[src/rtl/core/bmse_pkg.sv]
// Shared constants, controller states and control/status bundles for the batch MSE unit.
package bmse_pkg;

    localparam int SAMPLE_W   = 16;
    localparam int ROW_LEN_W  = 9;
    localparam int ROWS_W     = 11;
    localparam int SQ_W       = 32;
    localparam int ROW_SUM_W  = 40;
    localparam int BATCH_W    = 42;
    localparam int RESULT_W   = 32;
    localparam int ROOT_W     = 16;
    localparam int CFG_IDX_W  = 2;
    localparam int CFG_DATA_W = 11;

    localparam logic [ROW_LEN_W-1:0] MAX_ROW_LEN = ROW_LEN_W'(256);
    localparam logic [ROWS_W-1:0]    MAX_ROWS    = ROWS_W'(1024);

    localparam logic [CFG_IDX_W-1:0] REG_ERROR_MODE = CFG_IDX_W'(0);
    localparam logic [CFG_IDX_W-1:0] REG_ROW_LENGTH = CFG_IDX_W'(1);
    localparam logic [CFG_IDX_W-1:0] REG_ROW_TOTAL  = CFG_IDX_W'(2);

    typedef enum logic [3:0] {
        ST_ACCUM,
        ST_FLUSH,
        ST_ROW_LOAD,
        ST_ROW_DIV,
        ST_ROOT_LOAD,
        ST_ROOT,
        ST_ROW_ADD,
        ST_BATCH_LOAD,
        ST_BATCH_DIV,
        ST_EMIT
    } bmse_state_t;

    typedef struct packed {
        logic acc_en;
        logic row_clear;
        logic div_start;
        logic div_batch;
        logic sqrt_start;
        logic batch_add;
        logic batch_root;
        logic batch_clear;
        logic out_load;
    } bmse_cmd_t;

    typedef struct packed {
        logic div_done;
        logic sqrt_done;
        logic out_free;
    } bmse_status_t;

endpackage

[src/rtl/core/bmse_div.sv]
// Restoring divider, one quotient bit per cycle.
module bmse_div (
    input  logic                           aclk,
    input  logic                           aresetn,
    input  logic                           start,
    input  logic [bmse_pkg::BATCH_W-1:0]   dividend,
    input  logic [bmse_pkg::ROWS_W-1:0]    divisor,
    output logic                           done,
    output logic [bmse_pkg::BATCH_W-1:0]   quotient
);
    import bmse_pkg::*;

    localparam int CNT_W = $clog2(BATCH_W);

    logic [BATCH_W-1:0] quo_reg, quo_next;
    logic [ROWS_W-1:0]  rem_reg, rem_next;
    logic [ROWS_W-1:0]  dvs_reg;
    logic [CNT_W-1:0]   cnt_reg, cnt_next;
    logic               busy_reg, busy_next;
    logic               done_reg, done_next;
    logic [ROWS_W:0]    trial;
    logic               ge;

    always_comb begin
        trial     = {rem_reg, quo_reg[BATCH_W-1]};
        ge        = (trial >= {1'b0, dvs_reg});
        rem_next  = ge ? ROWS_W'(trial - {1'b0, dvs_reg}) : trial[ROWS_W-1:0];
        quo_next  = {quo_reg[BATCH_W-2:0], ge};
        cnt_next  = cnt_reg + CNT_W'(1);
        busy_next = busy_reg;
        done_next = 1'b0;
        if (busy_reg && cnt_reg == CNT_W'(BATCH_W - 1)) begin
            busy_next = 1'b0;
            done_next = 1'b1;
        end
    end

    always_ff @(posedge aclk) begin
        if (!aresetn) begin
            busy_reg <= 1'b0;
            done_reg <= 1'b0;
        end else if (start) begin
            busy_reg <= 1'b1;
            done_reg <= 1'b0;
        end else begin
            busy_reg <= busy_next;
            done_reg <= done_next;
        end
    end

    always_ff @(posedge aclk) begin
        if (start) begin
            quo_reg <= dividend;
            rem_reg <= '0;
            dvs_reg <= divisor;
            cnt_reg <= '0;
        end else if (busy_reg) begin
            quo_reg <= quo_next;
            rem_reg <= rem_next;
            cnt_reg <= cnt_next;
        end
    end

    assign done     = done_reg;
    assign quotient = quo_reg;

endmodule

[src/rtl/core/bmse_sqrt.sv]
// Integer square root, one root bit per cycle.
module bmse_sqrt (
    input  logic                          aclk,
    input  logic                          aresetn,
    input  logic                          start,
    input  logic [bmse_pkg::RESULT_W-1:0] radicand,
    output logic                          done,
    output logic [bmse_pkg::ROOT_W-1:0]   root
);
    import bmse_pkg::*;

    localparam int CNT_W = $clog2(ROOT_W);
    localparam int REM_W = ROOT_W + 1;

    logic [RESULT_W-1:0] rad_reg;
    logic [REM_W-1:0]    rem_reg, rem_next;
    logic [ROOT_W-1:0]   root_reg, root_next;
    logic [CNT_W-1:0]    cnt_reg;
    logic                busy_reg, done_reg;
    logic [REM_W+1:0]    rem_sh, trial;
    logic                ge;

    always_comb begin
        rem_sh    = {rem_reg, rad_reg[RESULT_W-1 -: 2]};
        trial     = {1'b0, root_reg, 2'b01};
        ge        = (rem_sh >= trial);
        rem_next  = ge ? REM_W'(rem_sh - trial) : rem_sh[REM_W-1:0];
        root_next = {root_reg[ROOT_W-2:0], ge};
    end

    always_ff @(posedge aclk) begin
        if (!aresetn) begin
            busy_reg <= 1'b0;
            done_reg <= 1'b0;
        end else if (start) begin
            busy_reg <= 1'b1;
            done_reg <= 1'b0;
        end else begin
            done_reg <= busy_reg && (cnt_reg == CNT_W'(ROOT_W - 1));
            if (busy_reg && cnt_reg == CNT_W'(ROOT_W - 1)) begin
                busy_reg <= 1'b0;
            end
        end
    end

    always_ff @(posedge aclk) begin
        if (start) begin
            rad_reg  <= radicand;
            rem_reg  <= '0;
            root_reg <= '0;
            cnt_reg  <= '0;
        end else if (busy_reg) begin
            rad_reg  <= {rad_reg[RESULT_W-3:0], 2'b00};
            rem_reg  <= rem_next;
            root_reg <= root_next;
            cnt_reg  <= cnt_reg + CNT_W'(1);
        end
    end

    assign done = done_reg;
    assign root = root_reg;

endmodule

[src/rtl/core/bmse_dp.sv]
// Datapath: squarer, row and batch accumulators, shared divider, square root, output register.
module bmse_dp (
    input  logic                            aclk,
    input  logic                            aresetn,
    input  bmse_pkg::bmse_cmd_t             cmd,
    output bmse_pkg::bmse_status_t          status,
    input  logic [bmse_pkg::SAMPLE_W-1:0]   actual_value,
    input  logic [bmse_pkg::SAMPLE_W-1:0]   predicted_value,
    input  logic [bmse_pkg::ROW_LEN_W-1:0]  len_eff,
    input  logic [bmse_pkg::ROWS_W-1:0]     rows_eff,
    output logic                            out_valid,
    input  logic                            out_ready,
    output logic [bmse_pkg::RESULT_W-1:0]   out_data
);
    import bmse_pkg::*;

    logic signed [SAMPLE_W:0] diff;
    logic [SAMPLE_W-1:0]      mag;
    logic [SQ_W-1:0]          sq_reg;
    logic                     sq_vld_reg;
    logic [ROW_SUM_W-1:0]     row_sum_reg;
    logic [BATCH_W-1:0]       batch_sum_reg;
    logic [BATCH_W-1:0]       div_dividend, quotient;
    logic [ROWS_W-1:0]        div_divisor;
    logic [ROOT_W-1:0]        root;
    logic [RESULT_W-1:0]      row_value;
    logic                     div_done, sqrt_done;
    logic [RESULT_W-1:0]      out_data_reg;
    logic                     out_valid_reg;

    // |a - p| of two 16-bit signed samples fits in 16 bits unsigned
    always_comb begin
        diff = $signed({actual_value[SAMPLE_W-1], actual_value})
             - $signed({predicted_value[SAMPLE_W-1], predicted_value});
        mag  = diff[SAMPLE_W] ? SAMPLE_W'(-diff) : diff[SAMPLE_W-1:0];
    end

    always_ff @(posedge aclk) begin
        if (!aresetn) begin
            sq_vld_reg <= 1'b0;
        end else begin
            sq_vld_reg <= cmd.acc_en;
        end
    end

    always_ff @(posedge aclk) begin
        if (cmd.acc_en) begin
            sq_reg <= SQ_W'(mag) * SQ_W'(mag);
        end
    end

    always_ff @(posedge aclk) begin
        if (!aresetn) begin
            row_sum_reg <= '0;
        end else if (cmd.row_clear) begin
            row_sum_reg <= '0;
        end else if (sq_vld_reg) begin
            row_sum_reg <= row_sum_reg + ROW_SUM_W'(sq_reg);
        end
    end

    assign row_value = cmd.batch_root ? RESULT_W'(root) : quotient[RESULT_W-1:0];

    always_ff @(posedge aclk) begin
        if (!aresetn) begin
            batch_sum_reg <= '0;
        end else if (cmd.batch_clear) begin
            batch_sum_reg <= '0;
        end else if (cmd.batch_add) begin
            batch_sum_reg <= batch_sum_reg + BATCH_W'(row_value);
        end
    end

    assign div_dividend = cmd.div_batch ? batch_sum_reg : BATCH_W'(row_sum_reg);
    assign div_divisor  = cmd.div_batch ? rows_eff : ROWS_W'(len_eff);

    bmse_div u_div (
        .aclk     (aclk),
        .aresetn  (aresetn),
        .start    (cmd.div_start),
        .dividend (div_dividend),
        .divisor  (div_divisor),
        .done     (div_done),
        .quotient (quotient)
    );

    bmse_sqrt u_sqrt (
        .aclk     (aclk),
        .aresetn  (aresetn),
        .start    (cmd.sqrt_start),
        .radicand (quotient[RESULT_W-1:0]),
        .done     (sqrt_done),
        .root     (root)
    );

    always_ff @(posedge aclk) begin
        if (!aresetn) begin
            out_valid_reg <= 1'b0;
        end else if (cmd.out_load) begin
            out_valid_reg <= 1'b1;
        end else if (out_ready) begin
            out_valid_reg <= 1'b0;
        end
    end

    always_ff @(posedge aclk) begin
        if (cmd.out_load) begin
            out_data_reg <= quotient[RESULT_W-1:0];
        end
    end

    assign status.div_done  = div_done;
    assign status.sqrt_done = sqrt_done;
    assign status.out_free  = !out_valid_reg || out_ready;
    assign out_valid        = out_valid_reg;
    assign out_data         = out_data_reg;

`ifndef SYNTHESIS
    a_load_when_free: assert property (@(posedge aclk) disable iff (!aresetn)
        cmd.out_load |-> status.out_free)
        else $error("result loaded over an untaken result");
    a_no_add_on_clear: assert property (@(posedge aclk) disable iff (!aresetn)
        cmd.row_clear |-> !sq_vld_reg)
        else $error("row sum cleared with a product pending");
    a_sqrt_after_div: assert property (@(posedge aclk) disable iff (!aresetn)
        cmd.sqrt_start |-> $past(div_done, 2) || $past(div_done, 1))
        else $error("square root started without a fresh quotient");
`endif

endmodule

[src/rtl/core/bmse_ctrl.sv]
// Controller: element and row counters, sequencing of row and batch ends.
module bmse_ctrl (
    input  logic                            aclk,
    input  logic                            aresetn,
    input  logic                            in_valid,
    output logic                            in_ready,
    input  logic                            error_mode,
    input  logic [bmse_pkg::ROW_LEN_W-1:0]  len_eff,
    input  logic [bmse_pkg::ROWS_W-1:0]     rows_eff,
    input  bmse_pkg::bmse_status_t          status,
    output bmse_pkg::bmse_cmd_t             cmd
);
    import bmse_pkg::*;

    bmse_state_t           state_reg, state_next;
    logic [ROW_LEN_W-1:0]  elem_reg, elem_next, elem_inc;
    logic [ROWS_W-1:0]     row_reg, row_next, row_inc;
    logic                  root_reg, root_next;
    logic                  accept;

    assign elem_inc = elem_reg + ROW_LEN_W'(1);
    assign row_inc  = row_reg + ROWS_W'(1);
    assign accept   = (state_reg == ST_ACCUM) && in_valid;

    always_comb begin
        state_next = state_reg;
        elem_next  = elem_reg;
        row_next   = row_reg;
        root_next  = root_reg;
        case (state_reg)
            ST_ACCUM: begin
                if (accept) begin
                    if (elem_inc >= len_eff) begin
                        elem_next  = '0;
                        state_next = ST_FLUSH;
                    end else begin
                        elem_next = elem_inc;
                    end
                end
            end
            ST_FLUSH:    state_next = ST_ROW_LOAD;
            ST_ROW_LOAD: state_next = ST_ROW_DIV;
            ST_ROW_DIV: begin
                if (status.div_done) begin
                    root_next  = error_mode;
                    state_next = error_mode ? ST_ROOT_LOAD : ST_ROW_ADD;
                end
            end
            ST_ROOT_LOAD: state_next = ST_ROOT;
            ST_ROOT: begin
                if (status.sqrt_done) begin
                    state_next = ST_ROW_ADD;
                end
            end
            ST_ROW_ADD: begin
                if (row_inc >= rows_eff) begin
                    row_next   = '0;
                    state_next = ST_BATCH_LOAD;
                end else begin
                    row_next   = row_inc;
                    state_next = ST_ACCUM;
                end
            end
            ST_BATCH_LOAD: state_next = ST_BATCH_DIV;
            ST_BATCH_DIV: begin
                if (status.div_done) begin
                    state_next = ST_EMIT;
                end
            end
            ST_EMIT: begin
                if (status.out_free) begin
                    state_next = ST_ACCUM;
                end
            end
            default: state_next = ST_ACCUM;
        endcase
    end

    always_comb begin
        cmd             = '0;
        cmd.acc_en      = accept;
        cmd.batch_root  = root_reg;
        case (state_reg)
            ST_ROW_LOAD: begin
                cmd.div_start = 1'b1;
                cmd.row_clear = 1'b1;
            end
            ST_ROOT_LOAD: cmd.sqrt_start = 1'b1;
            ST_ROW_ADD:   cmd.batch_add  = 1'b1;
            ST_BATCH_LOAD: begin
                cmd.div_start   = 1'b1;
                cmd.div_batch   = 1'b1;
                cmd.batch_clear = 1'b1;
            end
            ST_EMIT: cmd.out_load = status.out_free;
            default: cmd.acc_en = accept;
        endcase
    end

    assign in_ready = (state_reg == ST_ACCUM);

    always_ff @(posedge aclk) begin
        if (!aresetn) begin
            state_reg <= ST_ACCUM;
            elem_reg  <= '0;
            row_reg   <= '0;
            root_reg  <= 1'b0;
        end else begin
            state_reg <= state_next;
            elem_reg  <= elem_next;
            row_reg   <= row_next;
            root_reg  <= root_next;
        end
    end

`ifndef SYNTHESIS
    a_row_end_flush: assert property (@(posedge aclk) disable iff (!aresetn)
        (accept && elem_inc >= len_eff) |=> (state_reg == ST_FLUSH))
        else $error("row end not followed by flush");
    a_elem_idle: assert property (@(posedge aclk) disable iff (!aresetn)
        (state_reg != ST_ACCUM) |-> (elem_reg == '0))
        else $error("element count nonzero outside accumulation");
    a_div_branch: assert property (@(posedge aclk) disable iff (!aresetn)
        (state_reg == ST_ROW_DIV && status.div_done)
        |=> (state_reg == ST_ROOT_LOAD || state_reg == ST_ROW_ADD))
        else $error("row divide finished into a wrong state");
`endif

endmodule

[src/rtl/core/batch_mean_square_error_unit.sv]
// Top level of the batch mean square / mean RMS error unit with its configuration registers.
//
//  channel   dir   handshake              payload
//  s_        in    s_tvalid / s_tready    s_tdata: actual_value, predicted_value
//  m_        out   m_tvalid / m_tready    m_tdata: batch_error
//  cfg_      in    cfg_valid / cfg_ready  cfg_index, cfg_data
//
// Sample pairs are taken one per cycle within a row. A row end runs a flush and the
// 42-step shared divider, plus the 16-step square root in root mode.
// A batch end adds the divide by the row count.
// Reset (aresetn low, synchronous) clears counters, sums and registers to defaults.
// The result waits in an output register; a stalled m_ side only holds the block
// at the next batch end. Configuration writes are always taken.
module batch_mean_square_error_unit (
    input  logic                              aclk,
    input  logic                              aresetn,
    input  logic                              s_tvalid,
    output logic                              s_tready,
    input  logic [31:0]                       s_tdata,   // [15:0] actual_value, [31:16] predicted_value
    output logic                              m_tvalid,
    input  logic                              m_tready,
    output logic [31:0]                       m_tdata,   // [31:0] batch_error
    input  logic                              cfg_valid,
    output logic                              cfg_ready,
    input  logic [bmse_pkg::CFG_IDX_W-1:0]    cfg_index,
    input  logic [bmse_pkg::CFG_DATA_W-1:0]   cfg_data
);
    import bmse_pkg::*;

    logic                  error_mode_reg;
    logic [ROW_LEN_W-1:0]  row_length_reg;
    logic [ROWS_W-1:0]     row_total_reg;
    logic [ROW_LEN_W-1:0]  len_eff;
    logic [ROWS_W-1:0]     rows_eff;
    bmse_cmd_t             cmd;
    bmse_status_t          status;
    logic                  cfg_xfer;

    assign cfg_ready = 1'b1;
    assign cfg_xfer  = cfg_valid && cfg_ready;

    // unknown register index: transfer taken, nothing written
    always_ff @(posedge aclk) begin
        if (!aresetn) begin
            error_mode_reg <= 1'b0;
            row_length_reg <= ROW_LEN_W'(1);
            row_total_reg  <= ROWS_W'(1);
        end else if (cfg_xfer) begin
            case (cfg_index)
                REG_ERROR_MODE: error_mode_reg <= cfg_data[0];
                REG_ROW_LENGTH: row_length_reg <= cfg_data[ROW_LEN_W-1:0];
                REG_ROW_TOTAL:  row_total_reg  <= cfg_data[ROWS_W-1:0];
                default: ;
            endcase
        end
    end

    // zero acts as one, oversize clamps to the maximum
    always_comb begin
        if (row_length_reg == '0) begin
            len_eff = ROW_LEN_W'(1);
        end else if (row_length_reg > MAX_ROW_LEN) begin
            len_eff = MAX_ROW_LEN;
        end else begin
            len_eff = row_length_reg;
        end
        if (row_total_reg == '0) begin
            rows_eff = ROWS_W'(1);
        end else if (row_total_reg > MAX_ROWS) begin
            rows_eff = MAX_ROWS;
        end else begin
            rows_eff = row_total_reg;
        end
    end

    bmse_ctrl u_ctrl (
        .aclk       (aclk),
        .aresetn    (aresetn),
        .in_valid   (s_tvalid),
        .in_ready   (s_tready),
        .error_mode (error_mode_reg),
        .len_eff    (len_eff),
        .rows_eff   (rows_eff),
        .status     (status),
        .cmd        (cmd)
    );

    bmse_dp u_dp (
        .aclk            (aclk),
        .aresetn         (aresetn),
        .cmd             (cmd),
        .status          (status),
        .actual_value    (s_tdata[15:0]),
        .predicted_value (s_tdata[31:16]),
        .len_eff         (len_eff),
        .rows_eff        (rows_eff),
        .out_valid       (m_tvalid),
        .out_ready       (m_tready),
        .out_data        (m_tdata)
    );

endmodule
[config.mk]
export PLATFORM = sky130hd
export DESIGN_NAME = batch_mean_square_error_unit
export DESIGN_NICKNAME = d
export VERILOG_FILES = /design/src/rtl/core/bmse_pkg.sv /design/src/rtl/core/bmse_div.sv /design/src/rtl/core/bmse_sqrt.sv /design/src/rtl/core/bmse_dp.sv /design/src/rtl/core/bmse_ctrl.sv /design/src/rtl/core/batch_mean_square_error_unit.sv
export SDC_FILE = /design/constraint.sdc
export NUM_CORES = 1
export LEC_CHECK = 0
export BUFFER_PORTS_ARGS = -buffer_cell sky130_fd_sc_hd__buf_2
export CAP_MARGIN = 20
export CORE_MARGIN = 5
export CORE_UTILIZATION = 30
export DETAILED_ROUTE_END_ITERATION = 10
export SYNTH_ARGS = -nofsm -noshare
export SYNTH_HDL_FRONTEND = slang
export SYNTH_HIERARCHICAL = 1
export SYNTH_SLANG_ARGS = --single-unit
[constraint.sdc]
create_clock -name aclk -period 11.55 [get_ports aclk]
set_clock_uncertainty 0.05 [all_clocks]
set_input_delay 1.155 -clock aclk [delete_from_list [all_inputs] [get_ports aclk]]
set_output_delay 1.155 -clock aclk [all_outputs]
set_load 0.1 [all_outputs]
==> impl_metrics.yaml <==
timing:
  tightest_slew_ns: 1.09
  slew_viol_final: 0
  finalSetupViolCount: 0
  finalCriticalPeriod_ns: 10.06
  slew_headroom_pct: 27.0
  max_freq_mhz: 99.4
  tns_ns: 0
  holdWs_ns: 0.416
  finalCritPeriodShare_pct: 87.1
  final_hold_viol_count: 0
  rsz0062_at_grt: "false"
yosys:
  syn-cell-area_sq_um: 27900
  yosys_warnings: 6
  seq_area_frac_synth_pct: 29.5
  syn_area_per_cell_sq_um: 9.56
  synth_edf_count: 148
  synth_area_leader_cell: "edfxtp_1"
  synth_cell_type_count: 108
  yosys.area.top_type_share_pct: 16.0
  syn_inst: 2913
  synth_fp_nets: 3361
  ys_ff_latch: 336
  synthTopCellsByCount: "inv_1 (341), nor2_1 (251), ha_1 (231)"
  synthArstFlopShare_pct: 0
  synth_area_leaders: "edfxtp_1 (16%), dfxtp_1 (14%), fa_1 (12%)"
  synth_ff_type: "dfxtp_1"
  synth.most_common_cell: "inv_1"
worst_hold_path:
  hp-class: "flip-flop to flip-flop"
  min_delay_worst_endpoint: "u_ctrl/elem_reg[8]$_SDFFE_PN0P_"
  holdPathStages: 2
  hp-start: "u_ctrl/elem_reg[8]$_SDFFE_PN0P_"
worst_setup_path:
  crit_fanout: 13
  worstSetupPathType: "input port to flip-flop"
  end_kind: "flip-flop"
  r2r_slack_ns: 7.31
  start_kind: "input port"
  r2r_start: "u_ctrl/root_reg$_SDFFE_PN0P_"
  crit_slowest_cell: "o31ai_2"
  r2r_cells: 15
  cp_data_required_time_ns: 11.77
  r2r-end: "u_dp/batch_sum_reg[38]$_SDFFE_PP0P_"
  path_common_cell: "fa_1"
  max_stage_delay_ns: 0.87
  cp.arrival_ns: 10.28
grt:
  grt_max_degree: 75
  grt_pass1_vias: 20391
  grt_usage_pct: 13.0
  grt_first_pass_wirelength_mm: 108
  antenna_found_initial: 1
  overflow: 0
clocking:
  cts_inserted_buffers: 38
  clk_pin_slew_ns: 0.06
  clk_path_buf_depth: 3
  htree_levels: 2
  cts_setup_buffers: 0
  clk_latency_ns: 0.53
  cts_tree: "yes"
  cts-root-buf: "clkbuf_16"
  clock_sinks: 336
  ctsResizeCount: 0
  hold_buffers: 0
die:
  start_util_pct: 30.3
  die_h_um: 315
  rows: 111
  die_area_sq_um: 99000
  core-area_sq_um: 91900
  die_w_um: 315
  pin_count: 85
final_layout:
  nNetsFinal: 3410
  synthToLayoutAreaGrowth_pct: 10.4
  layout-drive-gt1-share_pct: 13.0
  antenna_cells: 0
  seqCellArea_sq_um: 8210
  multi_input_area_sq_um: 17900
  nFillCells: 9524
route:
  vias_per_cell: 4.84
  drc_errors: 0
  drt_iter0_drc: 1129
  postRouteAntennaNets: 0
  vias: 20484
  wl_per_cell_um: 15.6
  drt_first_pass_iters: 5
  wirelength_mm: 65.9
place:
  gp_congestion: 0.893
  dp_hpwl_mm: 50.0
  io_buffers: 83
run_status:
  status: "completed"
job:
  maxCapViolations: 0
## worst max-delay path, delay by kind of cell
family | cells | cell delay [ns]
compound gates | 9 | 2.97
xor+xnor | 2 | 0.61
fa+ha+maj | 8 | 3.64
buf+inv | 6 | 0.56
simple gates | 8 | 1.34
## stage by stage
stage	utilization (%)	worst slack (ns)	instances	area (sq um)
6_report	33.4	1.49	4234	30700
3_3_place_gp	32.1	1.17	4164	29600
3_5_place_dp	32.1	1.02	4164	29600
5_1_grt	33.4	0.688	4234	30700
4_1_cts	33.4	1.54	4233	30700
2_1_floorplan	-	2.07	2913	27900
## cells in the final DEF (no fill, tap or decap), types with 36 or more instances in the layout
master,instances
nor2_1,251
a211oi_1,39
dfxtp_1,187
buf_2,83
nand2b_1,36
fa_1,167
xor2_1,60
ha_1,231
o21ai_0,76
clkbuf_16,39
mux2i_1,80
nand3_1,63
nor2b_1,71
a21o_1,62
nand2_1,168
mux2_2,136
edfxtp_1,148
inv_1,340
a21oi_1,141
xnor2_1,89
nor3_1,43
## final cells by class
class / instances / share of cell area, %
Sequential cell: 336 / 26.7
Clock inverter: 14 / 0.330
Tap cell: 1243 / 5.06
Inverter: 355 / 4.34
Multi-Input combinational cell: 2122 / 58.1
Timing Repair Buffer: 109 / 2.03
Clock buffer: 55 / 3.50
## routing by layer
layer	vias up	share of wire, %	global-route usage (%)	routed length, um
li1	10225	-	-	-
met1	9864	49	18.3	32200
met2	326	46	22.0	30300
met3	69	3.5	1.36	2290
met4	0	1.7	2.58	1090
met5	-	0	0	0
## how the worst max path moves through the flow
stage | start | end | slack [ns] | depth (start not counted)
6_report | s_tdata[9] | u_dp/sq_reg[29]$_DFFE_PP_ | 1.49 | 33
5_1_grt | s_tdata[25] | u_dp/sq_reg[29]$_DFFE_PP_ | 0.69 | 34
4_1_cts | s_tdata[9] | u_dp/sq_reg[29]$_DFFE_PP_ | 1.54 | 33
3_5_place_dp | s_tdata[9] | u_dp/sq_reg[29]$_DFFE_PP_ | 1.02 | 33
3_3_place_gp | s_tdata[9] | u_dp/sq_reg[29]$_DFFE_PP_ | 1.17 | 33
2_1_floorplan | s_tdata[0] | u_dp/sq_reg[29]$_DFFE_PP_ | 2.07 | 36
## logic make-up after synthesis
family          Yosys count  share of synthesized area, %
mux                     217                          8.43
other cells               1                        0.0135
flops                   336                          29.5
fa+ha+maj               398                          22.4
simple gates            809                          14.7
buf+inv                 455                          6.51
compound gates          541                          13.4
xor+xnor                156                          5.09
Power is left out: the tool's default activity adds up to more than one toggle a clock period on the data nets, which glitch-free logic cannot reach.
